`config.mk`:
```
export PLATFORM = sky130hd
export DESIGN_NAME = wbpa_scale
export DESIGN_NICKNAME = d
export VERILOG_FILES = /design/src/sv/wbpa_pkg.sv /design/src/sv/wbpa_scale.sv
export SDC_FILE = /design/constraint.sdc
export NUM_CORES = 1
export LEC_CHECK = 0
export BUFFER_PORTS_ARGS = -buffer_cell sky130_fd_sc_hd__buf_4
export CORE_MARGIN = 1
export CORE_UTILIZATION = 30
export DETAILED_ROUTE_END_ITERATION = 6
export GPL_ROUTABILITY_DRIVEN = 0
export GPL_TIMING_DRIVEN = 0
export MAX_ROUTING_LAYER = met4
export PLACE_DENSITY_LB_ADDON = 0.25
export SYNTH_ARGS = -nofsm -noshare
export SYNTH_HDL_FRONTEND = slang
export SYNTH_SLANG_ARGS = --single-unit
```
`constraint.sdc`:
```
create_clock -name vclk -period 8.5
set_clock_uncertainty 0.1 [all_clocks]
set_input_delay 0.85 -clock vclk [all_inputs]
set_output_delay 0.85 -clock vclk [all_outputs]
set_load 0.05 [all_outputs]
```
`src/sv/wbpa_pkg.sv`:
```
// ----------------------------------------------------------------------------
// wbpa_pkg: white balance pixel apply shared definitions
// Field widths, fixed-point formats, register indexes and the config type.
// ----------------------------------------------------------------------------
package wbpa_pkg;

    localparam int SAMPLE_W  = 16;  // pixel sample field width
    localparam int GAIN_W    = 16;  // Q4.12 gain and saturation width
    localparam int GAIN_FRAC = 12;  // fractional bits of Q4.12
    localparam int PROD_W    = SAMPLE_W + GAIN_W - GAIN_FRAC;  // scaled sample
    localparam int CLIP_W    = SAMPLE_W + 1;                   // holds full scale
    localparam int CURVE_W   = 32;  // Q16.16 tone curve entry
    localparam int TPOS_W    = 29;  // positive blend term, Q.12
    localparam int MUL_W     = TPOS_W + CURVE_W;
    localparam int QSHIFT    = 28;  // Q.12 times Q16.16 back to integer
    localparam int CFG_AW    = 3;

    localparam logic [CLIP_W-1:0]   FULL_WIDE   = 17'h10000;
    localparam logic [CLIP_W-1:0]   FULL_NARROW = 17'h00100;
    localparam logic [SAMPLE_W-1:0] NARROW_MASK = 16'h00FF;

    // Register indexes on the config port
    localparam logic [CFG_AW-1:0] REG_GAIN_RED   = 3'd0;
    localparam logic [CFG_AW-1:0] REG_GAIN_GREEN = 3'd1;
    localparam logic [CFG_AW-1:0] REG_GAIN_BLUE  = 3'd2;
    localparam logic [CFG_AW-1:0] REG_SATURATION = 3'd3;
    localparam logic [CFG_AW-1:0] REG_MODE       = 3'd4;

    // Operation codes of an input word
    localparam logic OP_PIXEL       = 1'b0;
    localparam logic OP_CURVE_WRITE = 1'b1;

    localparam logic [GAIN_W-1:0] GAIN_ONE = 16'd4096;

    typedef struct packed {
        logic [GAIN_W-1:0] gain_red;
        logic [GAIN_W-1:0] gain_green;
        logic [GAIN_W-1:0] gain_blue;
        logic [GAIN_W-1:0] saturation_factor;
        logic              sixteen_bit_mode;
    } cfg_t;

endpackage

```
`src/sv/wbpa_scale.sv`:
```
// ----------------------------------------------------------------------------
// wbpa_scale: channel gain
// Mask a sample to the active width and scale it by a Q4.12 gain.
// ----------------------------------------------------------------------------
module wbpa_scale
    import wbpa_pkg::*;
#(
    parameter int SAMPLE_BITS = 16
) (
    input  logic [SAMPLE_W-1:0] sample,
    input  logic [GAIN_W-1:0]   gain,
    input  logic                sixteen_bit_mode,
    output logic [PROD_W-1:0]   product
);

    localparam logic [SAMPLE_W-1:0] SAMPLE_MASK =
        SAMPLE_W'((32'd1 << SAMPLE_BITS) - 32'd1);

    logic [SAMPLE_W-1:0]        masked;
    logic [SAMPLE_W+GAIN_W-1:0] full;

    always_comb
    begin
        masked = sample & SAMPLE_MASK;
        if (!sixteen_bit_mode)
        begin
            masked = masked & NARROW_MASK;
        end
        full    = masked * gain;
        product = full[SAMPLE_W+GAIN_W-1:GAIN_FRAC];
    end

endmodule

```
# After elaboration in Yosys (flattened, before gate mapping)
# Index checks and enable logic that the tools add are counted.
[word_totals]
register_bits = 0
word_cells = 2
[op_classes]
n_mux = 1
multipliers = 1
[op_table]
columns = ["operator", "count"]
rows = [
  ["$mul A16 B16 Y32", 1],
  ["$mux W16", 1],
]

# Longest topological paths before layout
[logic_depth]
depth_word = 2
ltp_mapped = 23
depth_no_buf = 21

# Worst setup path before layout
# Ideal clock, no wire load.
[synth_timing]
path_type = "input -> output"
startpoint = "input port sixteen_bit_mode"
endpoint = "output port product[18]"
required_time_ps = 7550
path_stages = 21
path_buffers = 2
path_slack_ps = 152
arrival_ps = 7398
cell_sequence = "clkbuf_1 and2_1 clkbuf_1 nand2_1 fa_1 fa_1 inv_1 fa_1 fa_1 fa_1 inv_1 fa_1 inv_1 ha_1 a21o_1 o21bai_1 a21oi_1 o21ai_0 a21oi_1 nor3_1 nor4_1"
[synth_via]
elab_chain_cells = 2
[synth_rtl]
columns = ["element", "line_no", "rtl"]
rows = [
  ["start: declaration", "wbpa_scale.sv:12", "input logic sixteen_bit_mode,"],
  ["$mux W16", "wbpa_scale.sv:25", "if (!sixteen_bit_mode)"],
  ["$mul A16 B16 Y32", "wbpa_scale.sv:29", "full = masked * gain;"],
  ["end: declaration", "wbpa_scale.sv:13", "output logic [PROD_W-1:0] product"],
]
# Every way passes these cells.

# Worst setup path in the final report
# Ends and elaborated chain as after synthesis.

==> impl_summary.txt <==
----------------------------------------------------
[Outcome]
  Status ... complete, no violations

[Global routing]
  Overall track demand over capacity in global routing ... 18.21%
  First-pass GRT wire length ... 38770 um
  Aggregate global routing overflow ... 0
  Number of global-route vias before repair ... approximately 6900
  Largest net degree at the start of global routing ... 11
  Number of antenna violations at the first check in global routing ... 0

[Drt]
  DR vias ... 6463
  Antenna violation net count after detailed routing ... 0
  Total iterations of the first detailed-routing run ... 4
  Wire length after detailed routing ... 24130 um
  Vias per Instance ... between 4 and 5
  Starting DRC count in detailed routing ... 355
  Total DRC errors in the routed layout ... 0
  Average wire length per cell after detail routing ... 17.40 um

[Timing]
  Headroom to the max-slew limit ... between 50% and 60%
  Actual slew at the worst max-slew pin ... about 710 ps
  Total of endpoints with negative setup slack in the final report ... 0
  Tcrit/Tclk final ... 96.13%
  Hold Vio Cnt, Final ... 0
  Slew Limit Fails ... 0
  Highest achievable clock rate ... around 120 MHz
  Worst Hold Slack ... approximately 2600 ps
  Final critical delay including setup and external delays ... 8171 ps
  Aggregate negative setup slack ... 0 ps
  Unrepaired setup endpoints after global routing ... false

[Die]
  Die Width ... about 170 um
  Core ar. ... 27180 sq um
  Row count ... 60
  Num ports ... 53
  Chip Height ... 168.9 um
  Initial cell density of the core ... 30.76%
  Die footprint ... 28540 sq um

[Yosys]
  Synthesized netlist cell count ... 969
  Mean Syn Cell Area ... 8.627 sq um
  Syn. warnings ... 0
  Commonest cells in the netlist ... inv_1, fa_1, nand2_1
  Cell variety after synth ... 39
  Sequential share of the synthesized area ... 0%
  Post-synthesis instance area ... between 8000 and 9000 sq um
  Most common cell in the synthesized netlist ... inv_1
  Cell accounting for the most synthesized area ... fa_1
  Share of the synthesized area in the top cell type ... 46.22%
  Cell types occupying the most area after synthesis ... fa_1, ha_1, inv_1, nand2_1, and2_1
  Post-Syn Nets ... between 1000 and 1500

[Finish]
  Sequential cell area ... 0 sq um
  Sequential cell count ... 0
  NumNets Final ... ~1300
  Fraction of final layout cells sized beyond drive strength 1 ... around 6.3%
  Finished Core Util ... ~34%
  Count of clock buffers in the final design ... 0
  Layout overhead on the synthesized area ... 10.19%
  Antenna cell count ... 0
  Total non-filler cell area in the finished layout ... 9211 sq um

[Flow run]
  Max capacitance violation total ... 0

[Worst setup path]
  WP data required ... 7550 ps
  CP endpoint kind ... output port
  CP Launch Type ... input port
  Arrival time at the worst endpoint ... 7220 ps
  Largest fanout on the critical path ... 10
  Setup CP Type ... in -> out

[Clock tree]
  Post-CTS Hold Fix Bufs ... 0
  Post-CTS setup buffer count ... 0

[Placed design]
  Estimated wirelength of the detail-placed design ... 20980 um
  Post-Place Cell Area ... 9215 sq um
  PortBufs ... 52

[Worst hold path]
  Path class of the lowest-slack min-delay path ... in -> out

----------------------------------------------------
-- critical path: stages --
cell and delay (ps):
clkbuf_1 280, and2_1 290, clkbuf_2 320, nand2_1 110, fa_1 500, fa_1 570, inv_1 60, fa_1 480
fa_1 520, fa_1 490, inv_1 50, fa_1 470, inv_1 40, ha_1 370, a21oi_1 230, o21bai_1 120
a21oi_1 160, o21ai_0 90, a21oi_1 540, nor3_1 100, nor4_1 310, buf_4 250
-- worst paths after layout --
path	startpoint	end	slack, ps	cells after the start
setup / recovery	sixteen_bit_mode	product[18]	330	22
hold / removal	gain[0]	product[0]	2560	7
-- routing by layer --
layer  vias to the layer above  track usage [%]  part of all wire (%)
li1                       3039                -                     -
met1                      3271            26.50                    49
met2                       145            28.89                    46
met3                         8            1.450                   4.6
met4                         0           0.9091                  0.39
met5                         -                -                     0
-- cell type report --
| cell class | instances | area [sq um] |
|---|---|---|
| fillers | 2953 | 17960 |
| multi-input cells | 712 | 7411 |
| inverters | 217 | 814.5 |
| well taps | 372 | 465.4 |
| repair buffers | 52 | 390.4 |
| plain buffers | 34 | 130.1 |
-- what timing repair did --
action / CTS / global route
gates resized for setup: 2 / 8
hold endpoints to repair: 0 / 0
setup endpoints to repair: 2 / 9
-- through the flow --
step	instances	setup WS, ps
floorplan	969	151.8
global placement	1393	-108.7
detailed placement	1393	-90.21
CTS	1392	58.44
global route	1387	57.84
finish	1387	328.5
-- cell families after synthesis --
group,synth area share [%]
and+or+nand+nor,18.58
AOI/OAI and AO/OA,6.451
xor gates and xnor gates,2.096
adders and majority gates,61.34
buffers and inverters,11.54
-- layout by cell type, fill, tap and decap left out, types with 3 or more instances in the layout --
cell type,Yosys,routed
o21bai_1,4,4
and3_1,51,51
nand3_1,10,10
and2_1,79,75
xor2_1,8,8
o21a_1,6,6
a31oi_1,3,3
nor2_1,11,11
a211oi_1,3,3
o21ai_0,14,13
clkbuf_1,40,32
buf_4,0,52
inv_1,217,217
xnor2_1,12,12
a21oi_1,28,28
and2_2,0,4
ha_1,101,101
nor3_1,3,3
a21o_1,9,9
fa_1,193,193
nand2_1,153,153
Power is not shown: default switching activity piles up to over one toggle a cycle in this logic, so the estimate is an artifact.
