## src/sv/wbpa_pkg.sv

```systemverilog
// ----------------------------------------------------------------------------
// wbpa_pkg: white balance pixel apply shared definitions
// Field widths, fixed-point formats, register indexes and the config type.
// ----------------------------------------------------------------------------
package wbpa_pkg;

    localparam int SAMPLE_W  = 16;  // pixel sample field width
    localparam int GAIN_W    = 16;  // Q4.12 gain and saturation width
    localparam int GAIN_FRAC = 12;  // fractional bits of Q4.12
    localparam int PROD_W    = SAMPLE_W + GAIN_W - GAIN_FRAC;  // scaled sample
    localparam int CLIP_W    = SAMPLE_W + 1;                   // holds full scale
    localparam int CURVE_W   = 32;  // Q16.16 tone curve entry
    localparam int TPOS_W    = 29;  // positive blend term, Q.12
    localparam int MUL_W     = TPOS_W + CURVE_W;
    localparam int QSHIFT    = 28;  // Q.12 times Q16.16 back to integer
    localparam int CFG_AW    = 3;

    localparam logic [CLIP_W-1:0]   FULL_WIDE   = 17'h10000;
    localparam logic [CLIP_W-1:0]   FULL_NARROW = 17'h00100;
    localparam logic [SAMPLE_W-1:0] NARROW_MASK = 16'h00FF;

    // Register indexes on the config port
    localparam logic [CFG_AW-1:0] REG_GAIN_RED   = 3'd0;
    localparam logic [CFG_AW-1:0] REG_GAIN_GREEN = 3'd1;
    localparam logic [CFG_AW-1:0] REG_GAIN_BLUE  = 3'd2;
    localparam logic [CFG_AW-1:0] REG_SATURATION = 3'd3;
    localparam logic [CFG_AW-1:0] REG_MODE       = 3'd4;

    // Operation codes of an input word
    localparam logic OP_PIXEL       = 1'b0;
    localparam logic OP_CURVE_WRITE = 1'b1;

    localparam logic [GAIN_W-1:0] GAIN_ONE = 16'd4096;

    typedef struct packed {
        logic [GAIN_W-1:0] gain_red;
        logic [GAIN_W-1:0] gain_green;
        logic [GAIN_W-1:0] gain_blue;
        logic [GAIN_W-1:0] saturation_factor;
        logic              sixteen_bit_mode;
    } cfg_t;

endpackage

```

## src/sv/wbpa_blend.sv

```systemverilog
// ----------------------------------------------------------------------------
// wbpa_blend: saturation blend
// Form v - sat*(v - r) in Q.12; drop non-positive results to zero.
// ----------------------------------------------------------------------------
module wbpa_blend
    import wbpa_pkg::*;
(
    input  logic [SAMPLE_W-1:0] v,
    input  logic [CLIP_W-1:0]   r,
    input  logic [GAIN_W-1:0]   saturation,
    output logic [TPOS_W-1:0]   tpos
);

    logic signed [CLIP_W:0]          diff;
    logic signed [GAIN_W+CLIP_W+1:0] weighted;
    logic signed [GAIN_W+CLIP_W+2:0] t;

    always_comb
    begin
        diff     = $signed({2'b00, v}) - $signed({1'b0, r});
        weighted = $signed({1'b0, saturation}) * diff;
        t        = $signed({8'd0, v, 12'd0}) - $signed({weighted[GAIN_W+CLIP_W+1], weighted});
        if (!t[GAIN_W+CLIP_W+2] && (t != '0))
        begin
            tpos = t[TPOS_W-1:0];
        end
        else
        begin
            tpos = '0;
        end
    end

endmodule

```

## config.mk

```make
export PLATFORM = sky130hd
export DESIGN_NAME = wbpa_blend
export DESIGN_NICKNAME = d
export VERILOG_FILES = /design/src/sv/wbpa_pkg.sv /design/src/sv/wbpa_blend.sv
export SDC_FILE = /design/constraint.sdc
export NUM_CORES = 1
export LEC_CHECK = 0
export ABC_AREA = 1
export BUFFER_PORTS_ARGS = -buffer_cell sky130_fd_sc_hd__buf_4
export CORE_ASPECT_RATIO = 1.2
export CORE_MARGIN = 3
export CORE_UTILIZATION = 40
export DETAILED_ROUTE_END_ITERATION = 16
export GPL_TIMING_DRIVEN = 0
export PLACE_DENSITY_LB_ADDON = 0.3
export SLEW_MARGIN = 20
export SYNTH_ARGS = -nofsm -noshare
export SYNTH_HDL_FRONTEND = slang
export SYNTH_SLANG_ARGS = --single-unit
```

## constraint.sdc

```tcl
create_clock -name vclk -period 12.5
set_clock_uncertainty 0.05 [all_clocks]
set_input_delay 0.625 -clock vclk [all_inputs]
set_output_delay 0.625 -clock vclk [all_outputs]
set_load 0.1 [all_outputs]
```

* After elaboration in Yosys (flattened, before gate mapping) *
Index checks and enable logic that the tools add are counted.

operators by class
  magnitude comparators = 0
  multiplexer cells = 1
  eq/ne operators = 0
  multipliers = 1
  reductions and logical operators = 3
  div/mod/pow operators = 0
  shift-type cells = 0
  bitwise gates (word level) = 0
  add/subtract/negate cells = 2

operators with widths
  cell                 count
  $reduce_bool A36 Y1  1
  $sub A29 B35 Y36     1
  $mul A17 B18 Y35     1
  $mux W29             1
  $sub A16 B17 Y18     1
  $logic_and A1 B1 Y1  1
  $logic_not A1 Y1     1

storage, ports and cells
  memory bits (writable) = 0
  memories kept = 0
  logic and storage cells = 7
  output and inout bits = 29
  input bits = 49
  register bits after elaboration = 0
  bits in latches = 0
  bits in read-only memories = 0

* Depth between registers and ports, before layout *
  depth in word-level cells = 6
  mapped depth = 45
  gate-level depth less buffers = 43

* Least setup slack after synthesis *
OpenSTA, ideal clock, no wires.

  path kind = input -> output
  start point = input v[0]
  end point = output tpos[18]
  slack = 3,321 ps
  data arrival time = 8,504 ps
  path buffers = 3
  stages = 40
  required time = 11,825 ps
  cells stage by stage = inv_1 -> ha_1 -> fa_1 -> nand3b_1 -> nand2_1 -> nand4_1 -> o211ai_1 -> a31oi_1 -> xor2_1 -> buf_2 -> or2_2 -> fa_1 -> fa_1 -> inv_1 -> fa_1 -> inv_1 -> fa_1 -> fa_1 -> [... 4 more ...] -> nand2_1 -> inv_1 -> nand2_1 -> nor3_1 -> nand2_1 -> nand2_1 -> nand3_1 -> nand2_1 -> nand2_1 -> nand2_1 -> inv_1 -> nand2_1 -> nor2_1 -> nand2_1 -> nand2_1 -> buf_6 -> buf_6 -> nor2_1

between the ends
  cells in the longest elaborated chain, start to end = 6
  elaborated cells between the ends (all ways) = 7
  those cells by class = add/sub: 2; mul: 1; mux: 1; reduce/logical: 3

RTL lines
  what                                                     RTL line          source
  from (decl)                                              wbpa_blend.sv:8   input logic [SAMPLE_W-1:0] v,
  $sub A16 B17 Y18                                         wbpa_blend.sv:20  diff = $signed({2'b00, v}) - $signed({1'b0, r});
  $mul A17 B18 Y35                                         wbpa_blend.sv:21  weighted = $signed({1'b0, saturation}) * diff;
  $sub A29 B35 Y36 *                                       wbpa_blend.sv:22  t = $signed({8'd0, v, 12'd0}) - $signed({weighted[GAIN_W+CLIP_W+1], weighted});
  $reduce_bool A36 Y1 or $logic_not A1 Y1 (tied branches)  wbpa_blend.sv:23  if (!t[GAIN_W+CLIP_W+2] && (t != '0))
  $logic_and A1 B1 Y1                                      wbpa_blend.sv:23
  $mux W29 *                                               wbpa_blend.sv:23
  to (decl)                                                wbpa_blend.sv:11  output logic [TPOS_W-1:0] tpos

Mark *: on every way between the ends. The rest lies on a longest branch, timed or not.

* Final worst setup path *
  start point = input v[0]
  end point = output tpos[20]

The elaborated chain is that of the path after synthesis.

==> reports/metrics.csv <==
stage,metric,value,unit
setup_path,critical path's slowest cell,xor2_1,
place,post-DP HPWL,32.3,mm
sta,Max-Slew Margin vs Limit,0.268,
detailed_routing,Remaining DRCs,0,
sta,Hold WS,1.71,ns
detailed_routing,Final ANT Viol Nets,0,
clock_tree,Resized Gates After CTS,0,
detailed_routing,TritonRoute pass-1 iters,6,
floorplanning,Die W,173,um
setup_path,Worst Path Arrival,9.15,ns
global_routing,vias in the first global route,11456,
synth,"count leader, synth",inv_1,
detailed_routing,via count,11439,
floorplanning,I/O Pins,78,
synth,Post-Syn Area per Cell,7.34,um2
synth,Adder-Cell Fraction of Synth Area,0.570,
synth,Synthesized Nets,2310,
sta,Slew Limit Fails,0,
layout,"Net count, final",2387,
sta,setup_tns,0,ns
layout,area grow syn2layout,8.31,%
layout,Filler Cell Count,3406,
sta,fin crit period,9.82,ns
setup_path,critical path launch point,v[0],
setup_path,CP Class,input port to output port,
sta,final hold violation count,0,
global_routing,initial antenna violation count,0,
sta,setup ws final,2.68,ns
sta,Worst-Margin Slew,1.09,ns
hold_path,hold path start,saturation[0],
synth,largest family of logic cells by synthesized area,adder cells,
clock_tree,setup bufs post-CTS,0,
global_routing,gr ovfl total,0,
global_routing,GRT Total Usage,0.197,
detailed_routing,drt wl/cell,15.0,um
global_routing,first-pass GRT wire length,56.8,mm
floorplanning,Initial Util,0.412,
hold_path,Hold WC Path Type,input port to output port,
setup_path,Worst path max stage delay,0.68,ns
place,input/output buffers,75,
clock_tree,hold buffer count at CTS,0,
synth,Synth area leader,fa_1,
floorplanning,Die H,207,um
detailed_routing,Initial DRC Count,628,
detailed_routing,drt total wl,35.2,mm
detailed_routing,Via density,4.86,
sta,final setup violation count,0,
floorplanning,total core area,0.0327,mm2
layout,Register Area,0,um2
layout,area of the multi-input gates,0.0113,mm2
global_routing,largest net degree at the start of global routing,11,
floorplanning,Die Area,0.0359,mm2
synth,Syn Inst Count,1834,
sta,Fmax achieved,102,MHz
sta,RSZ-0062 raised after global routing,no,
synth,synth unique cells,38,
layout,final core occ,0.446,
synth,xor-xnor portion of the synthesized cell area,0.0130,
synth,most frequent cells after synthesis,"inv_1, nand2_1, fa_1",
synth,Synth Cell Area,0.0135,mm2
synth,post-synth top area share,0.461,
synth,Syn. warnings,0,
synth,"Seq/Total Area, Yosys",0,
sta,final worst path period share,0.786,
setup_path,Crit path required time,11.82,ns
setup_path,CP Launch Type,input port,
synth,Synth area leaders,"fa_1, inv_1, ha_1, nand2_1, nor2_1",
layout,seq_cells,0,
synth,Synth Area in Simple Gates,0.230,
floorplanning,Site Rows,72,
outcome,status,completed,
layout,ANT cells,0,
place,GP Congestion,0.918,
setup_path,Crit. End Element,output port,
synth,Compound-Gate Fraction of Synth Area,0.0255,
synth,multiplexer share of the synthesized area,0,
layout,clock buf count,0,
setup_path,CP max FO,10,
layout,layout cell share with drive strength beyond 1,0.0576,
flow_run,Max-Cap Viols,0,
setup_path,CP dominant cell by count,nand2_1,
place,Place WS,2.64,ns
[cells by family after synthesis]
family,Yosys count
AOI/OAI and AO/OA,60
xor gates and xnor gates,17
adders and majority gates,427
buffers and inverters,574
and+or+nand+nor,756
[final cells by class]
class,instances,area share
Buffer,29,0.00926
Inverter,545,0.140
Multi-Input combinational cell,1260,0.774
Tap cell,444,0.0381
Timing Repair Buffer,75,0.0386
[routing by layer]
layer	GRT usage	vias up	wire length (um)
li1	-	5417	-
met2	0.374	263	18800
met4	0.0594	0	1230
met1	0.245	5694	14000
met5	0	-	0
met3	0.00768	65	1200
[path summary, 6_finish.rpt]
check / to / slack (ns) / cells after the start
setup / recovery: tpos[20] / 2.68 / 42
hold / removal: tpos[0] / 1.71 / 4
[through the flow]
| step | area [um2] | instances |
|---|---|---|
| floorplan | 13500 | 1834 |
| global placement | 14600 | 2353 |
| detailed placement | 14600 | 2353 |
| CTS | 14600 | 2353 |
| global route | 14600 | 2353 |
| finish | 14600 | 2353 |
[layout by cell type, fill, tap and decap left out, types with 22 or more instances in the layout]
| cell type | n |
|---|---|
| ha_1 | 117 |
| nand3_1 | 74 |
| clkbuf_1 | 23 |
| a21oi_1 | 35 |
| nor2_1 | 252 |
| fa_1 | 310 |
| inv_1 | 539 |
| or2_2 | 22 |
| nand2_1 | 365 |
| buf_4 | 75 |
[critical path, delay by kind of cell]
family / cells / cell delay (ns)
xor gates and xnor gates: 1 / 0.68
AOI/OAI and AO/OA: 2 / 0.39
adders and majority gates: 9 / 3.93
and+or+nand+nor: 18 / 2.05
buffers and inverters: 12 / 1.49
Power is not shown: default switching activity piles up to over one toggle a cycle in this logic, so the estimate is an artifact.
